**config.mk**
```make
export PLATFORM = sky130hd
export DESIGN_NAME = hysteresis_crossing_detector
export DESIGN_NICKNAME = d
export VERILOG_FILES = /design/src/rtl/core/hcd_pkg.sv /design/src/rtl/core/hcd_queue.sv /design/src/rtl/core/hcd_front.sv /design/src/rtl/core/hcd_back.sv /design/src/rtl/core/hysteresis_crossing_detector.sv
export SDC_FILE = /design/constraint.sdc
export NUM_CORES = 1
export LEC_CHECK = 0
export ABC_AREA = 1
export BUFFER_PORTS_ARGS = -buffer_cell sky130_fd_sc_hd__buf_2
export CAP_MARGIN = 20
export CORE_MARGIN = 2
export CORE_UTILIZATION = 25
export DETAILED_ROUTE_END_ITERATION = 10
export GPL_TIMING_DRIVEN = 0
export HOLD_SLACK_MARGIN = 0.06
export PLACE_DENSITY = 0.38
export SLEW_MARGIN = 0
export SYNTH_ARGS = -nofsm -noshare
export SYNTH_HDL_FRONTEND = slang
export SYNTH_SLANG_ARGS = --single-unit
```
**constraint.sdc**
```tcl
create_clock -name clock -period 8.8 [get_ports clock]
set_input_delay 0.88 -clock clock [delete_from_list [all_inputs] [get_ports clock]]
set_output_delay 0.88 -clock clock [all_outputs]
set_load 0.01 [all_outputs]
```
**src/rtl/core/hcd_pkg.sv**
```systemverilog
`default_nettype none

package hcd_pkg;

   localparam int SAMPLE_W   = 16;
   localparam int LEVEL_W    = 20;
   localparam int HYST_W     = 20;
   localparam int PERIOD_W   = 32;
   localparam int TIME_W     = 57;
   localparam int CSR_ADDR_W = 2;
   localparam int CSR_DATA_W = 32;

   // level - prev*16 and cur - prev, with their magnitudes
   localparam int NUM_W     = 22;
   localparam int NUM_MAG_W = 21;
   localparam int DEN_W     = 17;
   localparam int DEN_MAG_W = 16;

   // level and hysteresis carry four fractional bits
   localparam int LEVEL_FRAC = 4;

   localparam int QUEUE_AW = 2;

   typedef enum logic [CSR_ADDR_W-1:0] {
      CSR_LEVEL      = 2'd0,
      CSR_HYSTERESIS = 2'd1,
      CSR_PERIOD     = 2'd2
   } csr_index_type;

   typedef enum logic [2:0] {
      BK_IDLE,
      BK_DIVIDE,
      BK_SETUP,
      BK_MULTIPLY,
      BK_FINISH,
      BK_OUTPUT
   } back_state_type;

endpackage

`default_nettype wire

```
**src/rtl/core/hcd_queue.sv**
```systemverilog
`default_nettype none

module hcd_queue #(
   parameter int WIDTH = 64,
   parameter int AW    = 2
) (
   input  wire logic             clock,
   input  wire logic             reset,
   input  wire logic             push_valid,
   output logic                  push_ready,
   input  wire logic [WIDTH-1:0] push_data,
   output logic                  pop_valid,
   input  wire logic             pop_ready,
   output logic      [WIDTH-1:0] pop_data
);

   localparam int DEPTH = 2 ** AW;

   logic [WIDTH-1:0] mem_ff [DEPTH];
   logic [AW-1:0]    wr_ptr_ff, wr_ptr_in;
   logic [AW-1:0]    rd_ptr_ff, rd_ptr_in;
   logic [AW:0]      count_ff, count_in;
   logic             do_push, do_pop;

   always_comb begin
      push_ready = (count_ff != (AW+1)'(DEPTH));
      pop_valid  = (count_ff != '0);
      pop_data   = mem_ff[rd_ptr_ff];
      do_push    = push_valid & push_ready;
      do_pop     = pop_valid & pop_ready;
      wr_ptr_in  = do_push ? wr_ptr_ff + 1'b1 : wr_ptr_ff;
      rd_ptr_in  = do_pop ? rd_ptr_ff + 1'b1 : rd_ptr_ff;
      count_in   = count_ff;
      if (do_push && !do_pop) begin
         count_in = count_ff + 1'b1;
      end else if (do_pop && !do_push) begin
         count_in = count_ff - 1'b1;
      end
   end

   always_ff @(posedge clock) begin
      if (reset) begin
         wr_ptr_ff <= '0;
         rd_ptr_ff <= '0;
         count_ff  <= '0;
      end else begin
         wr_ptr_ff <= wr_ptr_in;
         rd_ptr_ff <= rd_ptr_in;
         count_ff  <= count_in;
      end
   end

   always_ff @(posedge clock) begin
      if (do_push) begin
         mem_ff[wr_ptr_ff] <= push_data;
      end
   end

endmodule

`default_nettype wire

```
**src/rtl/core/hcd_front.sv**
```systemverilog
`default_nettype none

module hcd_front #(
   parameter int INDEX_BITS = 24,
   parameter int ENTRY_W    = INDEX_BITS + 40
) (
   input  wire logic                               clock,
   input  wire logic                               reset,
   input  wire logic                               in_valid,
   output logic                                    in_ready,
   input  wire logic signed [hcd_pkg::SAMPLE_W-1:0] sample,
   input  wire logic                               record_start,
   input  wire logic signed [hcd_pkg::LEVEL_W-1:0]  level_q4,
   input  wire logic        [hcd_pkg::HYST_W-1:0]   hysteresis_q4,
   output logic                                    push_valid,
   input  wire logic                               push_ready,
   output logic             [ENTRY_W-1:0]          push_data
);

   import hcd_pkg::*;

   logic signed [SAMPLE_W-1:0] prev_ff, prev_in;
   logic                       above_ff, above_in;
   logic [INDEX_BITS-1:0]      idx_ff, idx_in;
   logic                       open_ff, open_in;

   logic                       accept;
   logic signed [LEVEL_W-1:0]  cur_x16;
   logic signed [22:0]         cur_x32, up_thr, dn_thr, lvl_x2;
   logic                       hy_nz, rise, fall;
   logic signed [NUM_W-1:0]    num;
   logic signed [DEN_W-1:0]    den;

   // previous sample scaled to the level's fixed point
   function automatic logic signed [LEVEL_W-1:0] cur_x16_prev();
      return {prev_ff, 4'b0000};
   endfunction

   always_comb begin
      in_ready = push_ready;
      accept   = in_valid & in_ready;

      cur_x16 = {sample, 4'b0000};
      cur_x32 = {{2{sample[SAMPLE_W-1]}}, sample, 5'b00000};
      lvl_x2  = {{2{level_q4[LEVEL_W-1]}}, level_q4, 1'b0};
      up_thr  = lvl_x2 + $signed({3'b000, hysteresis_q4});
      dn_thr  = lvl_x2 - $signed({3'b000, hysteresis_q4});
      hy_nz   = (hysteresis_q4 != '0);
      rise    = hy_nz & ~above_ff & (cur_x32 >= up_thr);
      fall    = hy_nz & above_ff & (cur_x32 <= dn_thr);

      num = NUM_W'(level_q4) - NUM_W'(cur_x16_prev());
      den = DEN_W'(sample) - DEN_W'(prev_ff);

      prev_in  = prev_ff;
      above_in = above_ff;
      idx_in   = idx_ff;
      open_in  = open_ff;
      push_valid = 1'b0;

      if (accept) begin
         if (record_start) begin
            prev_in  = sample;
            above_in = (cur_x16 > level_q4);
            idx_in   = '0;
            open_in  = 1'b1;
         end else if (open_ff) begin
            prev_in = sample;
            if (idx_ff != '1) begin
               idx_in = idx_ff + 1'b1;
            end
            if (rise || fall) begin
               above_in   = rise;
               push_valid = 1'b1;
            end
         end
      end

      push_data = {rise, den, num, idx_ff};
   end

   always_ff @(posedge clock) begin
      if (reset) begin
         prev_ff  <= '0;
         above_ff <= 1'b0;
         idx_ff   <= '0;
         open_ff  <= 1'b0;
      end else begin
         prev_ff  <= prev_in;
         above_ff <= above_in;
         idx_ff   <= idx_in;
         open_ff  <= open_in;
      end
   end

endmodule

`default_nettype wire

```
**src/rtl/core/hcd_back.sv**
```systemverilog
`default_nettype none

module hcd_back #(
   parameter int INDEX_BITS    = 24,
   parameter int FRACTION_BITS = 16,
   parameter int ENTRY_W       = INDEX_BITS + 40
) (
   input  wire logic                              clock,
   input  wire logic                              reset,
   input  wire logic                              pop_valid,
   output logic                                   pop_ready,
   input  wire logic [ENTRY_W-1:0]                pop_data,
   input  wire logic [hcd_pkg::PERIOD_W-1:0]      sample_period,
   output logic                                   out_valid,
   input  wire logic                              out_ready,
   output logic [INDEX_BITS-1:0]                  crossing_index,
   output logic signed [FRACTION_BITS:0]          crossing_fraction,
   output logic signed [hcd_pkg::TIME_W-1:0]      crossing_time,
   output logic                                   rising
);

   import hcd_pkg::*;

   localparam int DW     = NUM_MAG_W + FRACTION_BITS - LEVEL_FRAC;
   localparam int XW     = INDEX_BITS + FRACTION_BITS + 1;
   localparam int PW     = XW + PERIOD_W + 1;
   localparam int MAXS   = (DW > XW) ? DW : XW;
   localparam int CNT_W  = $clog2(MAXS + 1);

   back_state_type state_ff, state_in;

   logic [CNT_W-1:0]          cnt_ff, cnt_in;
   logic [INDEX_BITS-1:0]     idx_ff;
   logic                      rising_ff, neg_ff, zden_ff;
   logic [DW-1:0]             dvd_ff;
   logic [DEN_MAG_W-1:0]      dvs_ff, rem_ff;
   logic signed [FRACTION_BITS:0] frac_ff;
   logic signed [PERIOD_W:0]  hi_ff;
   logic [XW-1:0]             lo_ff;

   // queue entry fields
   logic [INDEX_BITS-1:0]     e_idx;
   logic signed [NUM_W-1:0]   e_num;
   logic signed [DEN_W-1:0]   e_den;
   logic                      e_rise;
   logic [NUM_W-1:0]          num_mag;
   logic [DEN_W-1:0]          den_mag;

   // divider step
   logic [DEN_MAG_W:0]        rem_sh;
   logic                      q_bit;
   logic [DEN_MAG_W:0]        rem_sub;

   // fraction from quotient
   logic                      q_sat;
   logic signed [FRACTION_BITS:0] frac_pos, frac_neg, frac_val;
   logic signed [XW-1:0]      x_val;

   // multiplier step
   logic signed [PERIOD_W+1:0] addend, mul_sum;
   logic                       last_step;

   logic signed [PW-1:0]       prod, prod_sh;
   logic signed [TIME_W-1:0]   time_val;

   logic div_done, mul_done;

   always_comb begin
      {e_rise, e_den, e_num, e_idx} = pop_data;
      num_mag = e_num[NUM_W-1] ? NUM_W'(-e_num) : NUM_W'(e_num);
      den_mag = e_den[DEN_W-1] ? DEN_W'(-e_den) : DEN_W'(e_den);

      rem_sh  = {rem_ff, dvd_ff[DW-1]};
      q_bit   = (rem_sh >= {1'b0, dvs_ff});
      rem_sub = q_bit ? rem_sh - {1'b0, dvs_ff} : rem_sh;

      q_sat    = |dvd_ff[DW-1:FRACTION_BITS];
      frac_pos = q_sat ? {1'b0, {FRACTION_BITS{1'b1}}}
                       : {1'b0, dvd_ff[FRACTION_BITS-1:0]};
      frac_neg = q_sat ? {1'b1, {FRACTION_BITS{1'b0}}}
                       : -$signed({1'b0, dvd_ff[FRACTION_BITS-1:0]});
      frac_val = zden_ff ? '0 : (neg_ff ? frac_neg : frac_pos);
      // index plus the signed fraction, with FRACTION_BITS fractional bits
      x_val = $signed({1'b0, idx_ff, {FRACTION_BITS{1'b0}}}) + XW'(frac_ff);

      // sign bit of the multiplier carries negative weight
      last_step = (cnt_ff == CNT_W'(XW));
      addend    = '0;
      if (lo_ff[0]) begin
         addend = last_step ? -$signed({2'b00, sample_period})
                            : $signed({2'b00, sample_period});
      end
      mul_sum = {hi_ff[PERIOD_W], hi_ff} + addend;

      prod    = {hi_ff, lo_ff};
      prod_sh = prod >>> FRACTION_BITS;

      div_done = (cnt_ff == CNT_W'(DW - 1));
      mul_done = last_step;
   end

   generate
      if (PW >= TIME_W) begin : g_time_trunc
         assign time_val = prod_sh[TIME_W-1:0];
      end else begin : g_time_ext
         assign time_val = {{(TIME_W-PW){prod_sh[PW-1]}}, prod_sh};
      end
   endgenerate

   // next state
   always_comb begin
      state_in = state_ff;
      case (state_ff)
         BK_IDLE:     if (pop_valid) state_in = BK_DIVIDE;
         BK_DIVIDE:   if (div_done) state_in = BK_SETUP;
         BK_SETUP:    state_in = BK_MULTIPLY;
         BK_MULTIPLY: if (mul_done) state_in = BK_FINISH;
         BK_FINISH:   state_in = BK_OUTPUT;
         BK_OUTPUT:   if (out_ready) state_in = BK_IDLE;
         default:     state_in = BK_IDLE;
      endcase
   end

   // outputs and counter next value
   always_comb begin
      pop_ready = 1'b0;
      out_valid = 1'b0;
      cnt_in    = '0;
      case (state_ff)
         BK_IDLE:     pop_ready = 1'b1;
         BK_DIVIDE:   cnt_in = div_done ? '0 : cnt_ff + 1'b1;
         BK_SETUP:    cnt_in = '0;
         BK_MULTIPLY: cnt_in = mul_done ? '0 : cnt_ff + 1'b1;
         BK_FINISH:   cnt_in = '0;
         BK_OUTPUT:   out_valid = 1'b1;
         default:     cnt_in = '0;
      endcase
   end

   always_ff @(posedge clock) begin
      if (reset) begin
         state_ff <= BK_IDLE;
         cnt_ff   <= '0;
      end else begin
         state_ff <= state_in;
         cnt_ff   <= cnt_in;
      end
   end

   always_ff @(posedge clock) begin
      case (state_ff)
         BK_IDLE: begin
            if (pop_valid) begin
               idx_ff    <= e_idx;
               rising_ff <= e_rise;
               neg_ff    <= e_num[NUM_W-1] ^ e_den[DEN_W-1];
               zden_ff   <= (e_den == '0);
               dvd_ff    <= {num_mag[NUM_MAG_W-1:0],
                             {(FRACTION_BITS-LEVEL_FRAC){1'b0}}};
               dvs_ff    <= den_mag[DEN_MAG_W-1:0];
               rem_ff    <= '0;
            end
         end
         BK_DIVIDE: begin
            // quotient bits shift in as dividend bits shift out
            rem_ff <= rem_sub[DEN_MAG_W-1:0];
            dvd_ff <= {dvd_ff[DW-2:0], q_bit};
         end
         BK_SETUP: begin
            frac_ff <= frac_val;
         end
         BK_MULTIPLY: begin
            if (cnt_ff == '0) begin
               hi_ff <= '0;
               lo_ff <= x_val;
            end else begin
               hi_ff <= mul_sum[PERIOD_W+1:1];
               lo_ff <= {mul_sum[0], lo_ff[XW-1:1]};
            end
         end
         BK_FINISH: begin
            crossing_index    <= idx_ff;
            crossing_fraction <= frac_ff;
            crossing_time     <= time_val;
            rising            <= rising_ff;
         end
         default: begin
         end
      endcase
   end

endmodule

`default_nettype wire

```
**src/rtl/core/hysteresis_crossing_detector.sv**
```systemverilog
// throughput: one sample per cycle while the four-entry crossing queue has room;
// each crossing holds the back end through a bit-serial divider for the fraction,
// then a bit-serial multiplier for the time
// reset (synchronous, active high) clears the CSRs, FSM state, record state and queue
`default_nettype none

module hysteresis_crossing_detector #(
   parameter int INDEX_BITS    = 24,
   parameter int FRACTION_BITS = 16,
   localparam int RSP_RAW = INDEX_BITS + FRACTION_BITS + 1 + hcd_pkg::TIME_W,
   localparam int RSP_W   = ((RSP_RAW + 7) / 8) * 8
) (
   input  wire logic                              clock,
   input  wire logic                              reset,
   input  wire logic                              req_tvalid,
   output logic                                   req_tready,
   input  wire logic [hcd_pkg::SAMPLE_W-1:0]      req_tdata,   // sample
   input  wire logic                              req_tuser,   // record_start
   output logic                                   rsp_tvalid,
   input  wire logic                              rsp_tready,
   // crossing_index, crossing_fraction, crossing_time, zero fill
   output logic [RSP_W-1:0]                       rsp_tdata,
   output logic                                   rsp_tuser,   // rising
   input  wire logic                              csr_we,
   input  wire logic [hcd_pkg::CSR_ADDR_W-1:0]    csr_addr,
   input  wire logic [hcd_pkg::CSR_DATA_W-1:0]    csr_wdata
);

   import hcd_pkg::*;

   localparam int ENTRY_W = INDEX_BITS + NUM_W + DEN_W + 1;

   logic signed [LEVEL_W-1:0] level_ff;
   logic [HYST_W-1:0]         hyst_ff;
   logic [PERIOD_W-1:0]       period_ff;

   logic               push_valid, push_ready;
   logic [ENTRY_W-1:0] push_data;
   logic               pop_valid, pop_ready;
   logic [ENTRY_W-1:0] pop_data;

   logic [INDEX_BITS-1:0]         crossing_index;
   logic signed [FRACTION_BITS:0] crossing_fraction;
   logic signed [TIME_W-1:0]      crossing_time;

   always_ff @(posedge clock) begin
      if (reset) begin
         level_ff  <= '0;
         hyst_ff   <= '0;
         period_ff <= '0;
      end else if (csr_we) begin
         case (csr_addr)
            CSR_LEVEL:      level_ff  <= csr_wdata[LEVEL_W-1:0];
            CSR_HYSTERESIS: hyst_ff   <= csr_wdata[HYST_W-1:0];
            CSR_PERIOD:     period_ff <= csr_wdata[PERIOD_W-1:0];
            default: begin
            end
         endcase
      end
   end

   hcd_front #(
      .INDEX_BITS (INDEX_BITS),
      .ENTRY_W    (ENTRY_W)
   ) u_front (
      .clock         (clock),
      .reset         (reset),
      .in_valid      (req_tvalid),
      .in_ready      (req_tready),
      .sample        (req_tdata),
      .record_start  (req_tuser),
      .level_q4      (level_ff),
      .hysteresis_q4 (hyst_ff),
      .push_valid    (push_valid),
      .push_ready    (push_ready),
      .push_data     (push_data)
   );

   hcd_queue #(
      .WIDTH (ENTRY_W),
      .AW    (QUEUE_AW)
   ) u_queue (
      .clock      (clock),
      .reset      (reset),
      .push_valid (push_valid),
      .push_ready (push_ready),
      .push_data  (push_data),
      .pop_valid  (pop_valid),
      .pop_ready  (pop_ready),
      .pop_data   (pop_data)
   );

   hcd_back #(
      .INDEX_BITS    (INDEX_BITS),
      .FRACTION_BITS (FRACTION_BITS),
      .ENTRY_W       (ENTRY_W)
   ) u_back (
      .clock             (clock),
      .reset             (reset),
      .pop_valid         (pop_valid),
      .pop_ready         (pop_ready),
      .pop_data          (pop_data),
      .sample_period     (period_ff),
      .out_valid         (rsp_tvalid),
      .out_ready         (rsp_tready),
      .crossing_index    (crossing_index),
      .crossing_fraction (crossing_fraction),
      .crossing_time     (crossing_time),
      .rising            (rsp_tuser)
   );

   assign rsp_tdata = RSP_W'({crossing_time, crossing_fraction, crossing_index});

endmodule

`default_nettype wire
```
# Yosys cells after proc, flatten, opt, wreduce, memory -nomap -nowiden
# Memories as Yosys holds them, arrays and structs flattened. A register that Yosys moved wholly into a read port is not among the register bits.
# Cells that the tools add are included.
[word_totals] register_bits=412 latchBits=0 ram_bits=256 romBits=0 inputBits=56 out_inout_bits=107 word_cells=140 memories=1
[memory_table] memory="u_queue.mem_ff" depth=4 width=64 rd=1 rd_clocked_by_memory_dff=1 wr=1 line="hcd_queue.sv:19" text="logic [WIDTH-1:0] mem_ff [DEPTH];"
[classes] add_sub_neg=17 mul=0 n_div=0 n_lt_le_gt_ge=4 n_eq_ne=15 n_shift=0 n_mux=41 bitwise_logic=9 n_reduce_logical=27
[op_table] op="16-bit 2-to-1 mux" n=6
[op_table] op="24-bit 2-to-1 mux" n=3
[op_table] op="34-bit 2-to-1 mux" n=2
[op_table] op="33-bit case mux with 2 select lines" n=1
[op_table] op="41-bit by 17-bit adder with 41-bit output" n=1
[op_table] op="41-bit 2-to-1 mux" n=1
[op_table] op="34-bit adder" n=1
[op_table] op="17-bit 2-to-1 mux" n=2
[op_table] op="32-bit negator with 34-bit output" n=1
[op_table] op="33-bit 2-to-1 mux" n=1
[op_table] op="16-bit case mux with 2 select lines" n=1
[op_table] op="24-bit by 1-bit adder with 24-bit output, second input constant" n=1
[op_table] op="24-bit != test, second input constant" n=1
[op_table] op="21-bit by 21-bit adder with 22-bit output" n=1
[op_table] op="21-bit by 22-bit greater-or-equal comparator with 1-bit output" n=1
[op_table] op="21-bit by 22-bit less-or-equal comparator with 1-bit output" n=1
[op_table] op="21-bit by 21-bit subtractor with 22-bit output" n=1
[op_table] op="21-bit 2-to-1 mux" n=1
[op_table] op="21-bit negator" n=1
[op_table] op="20-bit by 20-bit subtractor with 21-bit output" n=1
[op_table] op="20-bit greater-than comparator" n=1
[op_table] op="20-bit nonzero test" n=1
[op_table] op="3-bit 2-to-1 mux" n=6
[op_table] op="3-bit case mux with 6 select lines" n=1
[op_table] op="other kinds (38)" n=75

# Logic depth before layout (Yosys ltp)
[depth] word_depth=13 mapped_depth=40 depth_no_buf=39

# Modules after synthesis
# A second synthesis with hierarchy kept.
[unflattened] cells_unflattened=4279 hier_area_um2=37175.7
[by_module_without_submodules] module="hcd_back" instances=1 cells_each=2110 area_each_um2=17563.1 seq_area_each_um2=8648.3
[by_module_without_submodules] module="hcd_queue" instances=1 cells_each=687 area_each_um2=9982.1 seq_area_each_um2=7867.5
[by_module_without_submodules] module="hcd_front" instances=1 cells_each=1011 area_each_um2=6583.8 seq_area_each_um2=840.8
[by_module_without_submodules] module="hysteresis_crossing_detector" instances=1 cells_each=471 area_each_um2=3046.7 seq_area_each_um2=1441.4

# Worst setup path before layout
# Ideal clock, no wire load.
[synth_timing] kind="reg-to-reg" from="register u_back.state_ff[2]" to="register u_back.state_ff[2]" setup_ps=87 t_arrival_ps=7800 required_time_ps=8713 setup_slack_ps=913 stages_incl_launch_ff=5 cell_sequence="dfxtp_1 -> inv_1 -> nor3_1 -> o21ai_0 -> a21oi_1"
[synth_via] elab_chain_len=3 elab_cells_between_ends=12 classes_between="eq/ne: 9; mux: 1; reduce/logical: 2"
[synth_lines] item="from (decl)" line="hcd_back.sv:30" text="back_state_type state_ff, state_in;"
[synth_lines] item="from (signal assigned)" line="hcd_back.sv:145" text="state_ff <= state_in;"
[synth_lines] item="3-bit by 2-bit == test with 1-bit output (tied with other cells)" line="hcd_back.sv:113" text="case (state_ff)"
[synth_lines] item="2-bit by 1-bit != test with 1-bit output (no line) or 2-bit != test (tied branches)"
[synth_lines] item="4-bit AND reduction (no line)"
# Parallel ways exist; a longest one is shown, timed or not.
# A chain may end at the register's enable or synchronous reset.

# Worst setup path after layout
[layout_timing] from="register hyst_ff[14]" to="memory u_queue.mem_ff[3][28], enable pin"
[layout_via] elab_chain_len=11 elab_cells_between_ends=17 classes_between="add/sub: 2; order compare: 2; mux: 6; bitwise: 5; reduce/logical: 2"
[layout_lines] item="from (decl)" line="hysteresis_crossing_detector.sv:34" text="logic [HYST_W-1:0] hyst_ff;"
[layout_lines] item="from (signal assigned)" line="hysteresis_crossing_detector.sv:54" text="CSR_HYSTERESIS: hyst_ff <= csr_wdata[HYST_W-1:0];"
[layout_lines] item="21-bit by 21-bit adder with 22-bit output (tied with other cells)" line="hcd_front.sv:46" text="up_thr = lvl_x2 + $signed({3'b000, hysteresis_q4});"
[layout_lines] item="21-bit by 22-bit greater-or-equal comparator with 1-bit output (tied with other cells)" line="hcd_front.sv:49" text="rise = hy_nz & ~above_ff & (cur_x32 >= up_thr);"
[layout_lines] item="1-bit bitwise AND (on tied branches)" line="hcd_front.sv:49, hcd_front.sv:50"
[layout_lines] item="1-bit logical OR *" line="hcd_front.sv:72" text="if (rise || fall) begin"
[layout_lines] item="1-bit 2-to-1 mux *" line="hcd_front.sv:72"
[layout_lines] item="1-bit 2-to-1 mux *" line="hcd_front.sv:67" text="end else if (open_ff) begin"
[layout_lines] item="1-bit 2-to-1 mux *" line="hcd_front.sv:62" text="if (record_start) begin"
[layout_lines] item="1-bit 2-to-1 mux *" line="hcd_front.sv:61" text="if (accept) begin"
[layout_lines] item="1-bit bitwise AND *" line="hcd_queue.sv:29" text="do_push = push_valid & push_ready;"
[layout_lines] item="1-bit 2-to-1 mux *" line="hcd_queue.sv:54" text="if (do_push) begin"
[layout_lines] item="1-bit 2-to-1 mux (not written as such) *" line="hcd_queue.sv:55" text="mem_ff[wr_ptr_ff] <= push_data;"
[layout_lines] item="to (decl)" line="hcd_queue.sv:19"
# Every way passes the cells marked *; elsewhere a longest branch is shown, timed or not.

==> summary.md <==
| Metric | Value |
|---|---|
| GP Congestion | `0.8515` |
| Yosys Warn Count | `0` |
| Setup-failing EPs final | `0` |
| CP Max Fanout | `22` |
| Most frequent cells in the layout | `695 x nand2_1, 534 x edfxtp_1, 406 x inv_1` |
| Leakage | `16.42 nW` |
| Gr usage total | `0.1539` |
| Synth area leader | `edfxtp_1` |
| Final hold slack | `0.4220 ns` |
| Site Rows | `138` |
| CP Data Required Time | `9.14 ns` |
| Min-delay worst type | `flip-flop to flip-flop` |
| Clk_skew | `0.01919 ns` |
| Clk pin slew, worst setup/hold paths | `0.06 ns` |
| Slew HR | `0.3521` |
| Post-synth top flop | `edfxtp_1` |
| Die X | `380.5 µm` |
| Fill cells | `15050` |
| Area Overhead vs Synth | `17.48%` |
| GRT overflow | `0` |
| Global-route wire length before repair | `169600 µm` |
| Status | `finished, final reports clean` |
| DRT antenna net count | `0` |
| Register area | `0.01868 mm²` |
| Largest net degree at the start of global routing | `32` |
| Mapped Area | `0.03543 mm²` |
| Total power | `11.84 mW` |
| Post-synth cell types | `61` |
| Yosys top cell area share | `0.4526` |
| H-tree depth | `3` |
| # DRC | `0` |
| Leading cell type in the layout, fill and taps excluded | `nand2_1` |
| Total wire length | `113900 µm` |
| Vias | `27240` |
| Critical path arrival | `6.45 ns` |
| Placed Area | `0.03905 mm²` |
| Worst slack at placement | `2.698 ns` |
| Number of synthesized flops with an enable pin | `534` |
| Fin area | `0.04162 mm²` |
| Max-cap violations | `0` |
| Fin. Hold Viols | `0` |
| Setup crit start kind | `flip-flop` |
| RSZ-0062 raised after global routing | `false` |
| Port buffer count | `156` |
| DP Wirelength | `88670 µm` |
| DP Cell Count | `5904` |
| NumNets Final | `4365` |
| N_diodes | `0` |
| Slew Limit Fails | `0` |
| Final cell count without fillers | `6048` |
| IO Count | `163` |
| # hold bufs at CTS | `0` |
| Fin crit period | `6.113 ns` |
| Clk buf depth | `3` |
| Number of iterations in the first detailed-routing pass | `5` |
| TritonCTS Buffers | `80` |
| DR vias/cell | `4.504` |
| Detailed Route Iter0 Violations | `1757` |
| Measured slew at the worst slew-check pin | `0.9616 ns` |
| Initial antenna violation count | `14` |
| Area contributors post-synth | `edfxtp_1 45%, dfxtp_1 7.5%, nand2_1 7.4%` |
| Die area | `0.1448 mm²` |
| FMAX | `0.1636 GHz` |
| CTS tree | `done` |
| Die height | `380.5 µm` |
| Crit path kind | `flip-flop to flip-flop` |
| Post-CTS resize count | `0` |
| Avg Synthesized Cell Area | `9.254 µm²` |
| Worst Setup Slack, final | `2.687 ns` |
| Insertion delay to the later sink of the worst-skew pair | `0.65 ns` |
| Setup tns final | `0 ns` |
| Final Core Density | `0.2951` |
| IR Drop Worst-Case VDD | `0.1383 mV` |
| Worst Setup End Kind | `flip-flop` |
| Avg WL per Cell | `18.83 µm` |
| Post-CTS Setup Bufs | `0` |
| Root Driver | `clkbuf_16` |
| Seq/Total Area, Yosys | `0.5271` |
| Clock Sink Count | `666` |
| Core footprint | `0.1411 mm²` |
| Post-synth ARST share | `0` |
| Vias in the first global route | `26720` |
| Cells after Synth | `3829` |
| Yosys reg bits | `666` |
| Final worst path period share | `0.6947` |
| Starting density of the core | `0.2512` |
| P per Cell Area | `284.6 mW/mm²` |
| Layout cells sized above 1 | `0.1000` |
| Multi-input gate area | `0.01470 mm²` |
-- power breakdown --
| part | switching (mW) | total [mW] | internal, mW |
|---|---|---|---|
| clock network | 1.35 | 3.27 | 1.92 |
| logic | 2.88 | 4.20 | 1.32 |
| registers | 0.252 | 4.37 | 4.12 |
| total | 4.48 | 11.8 | 7.37 |
-- flip-flops by register name (all words and copies together) (netlist names), 3 cells and up, named ones only --
register and count:
u_back.crossing_fraction 17, u_back.dvs_ff 16, u_back.hi_ff 33, period_ff 32, hyst_ff 20, u_back.crossing_index 24, u_back.crossing_time 57, u_back.rem_ff 16
u_back.dvd_ff 33, u_back.lo_ff 41, u_back.idx_ff 24, u_back.cnt_ff 6, u_front.prev_ff 16, u_queue.mem_ff 252, u_back.frac_ff 17, u_front.idx_ff 24
u_queue.count_ff 3, u_back.state_ff 3, level_ff 20
-- final timing paths --
check / startpoint / to / slack (ns) / cells past startpoint
max reg2reg: hyst_ff[14] / u_queue.mem_ff[3][28] / 2.69 / 27
min reg2reg: u_back.rising_ff / u_back.rising / 0.42 / 0
min: u_back.rising_ff / u_back.rising / 0.42 / 0
max: hyst_ff[14] / u_queue.mem_ff[3][28] / 2.69 / 27
-- cell type report --
cell class | count | area share
Inverter | 413 | 0.03724
Buffer | 122 | 0.01419
Sequential cell | 666 | 0.4487
Clock buffer | 102 | 0.05215
Timing Repair Buffer | 180 | 0.02817
Tap cell | 1890 | 0.05681
Multi-Input combinational cell | 2633 | 0.3530
Clock inverter | 42 | 0.009679
-- per-layer routing --
metal,vias to the layer above,wire [µm],GRT usage
met5,-,11,0
met4,2,2920,0.04688
met3,127,5150,0.02185
met2,546,47580,0.2303
met1,12790,58210,0.2274
li1,13780,-,-
-- cell families after synthesis --
| group | count (synthesis) | share of synthesized area |
|---|---|---|
| DFF | 666 | 0.5271 |
| buffers and inverters | 535 | 0.06042 |
| other | 1 | 0.0001058 |
| AOI/OAI and AO/OA | 884 | 0.1364 |
| xor gates and xnor gates | 119 | 0.02941 |
| adders and majority gates | 213 | 0.07670 |
| and+or+nand+nor | 1411 | 0.1699 |
-- critical path, stage by stage, from the launching register on --
cell and delay (ns):
dfxtp_1 0.37, inv_1 0.09, ha_1 0.27, clkbuf_1 0.31, nand2_1 0.18, nor4_1 0.61
nand4_1 0.30, nand3_1 0.23, nand2_1 0.09, nand2_1 0.06, nand2_1 0.07, nand3_1 0.13
nand2_1 0.08, ha_1 0.27, nand2_1 0.12, nor2_1 0.13, nand2_1 0.06, nor2_1 0.13
nand3_1 0.08, nor2_1 0.18, a21oi_1 0.06, nand2_1 0.15, nand2_1 0.07, nand2_1 0.11
nand3_2 0.28, nor2_4 0.81, buf_12 0.28, buf_12 0.22
-- synthesized netlist by cell type, types with 43 or more instances --
cell	n
ha_1	206
a21oi_1	368
inv_1	406
nor2_1	354
nand2_1	696
o21ai_0	336
xor2_1	79
nand3_1	156
nand4_1	43
clkbuf_1	77
nor3_1	69
dfxtp_1	132
edfxtp_1	534
Power figures use the tool's default switching activity.
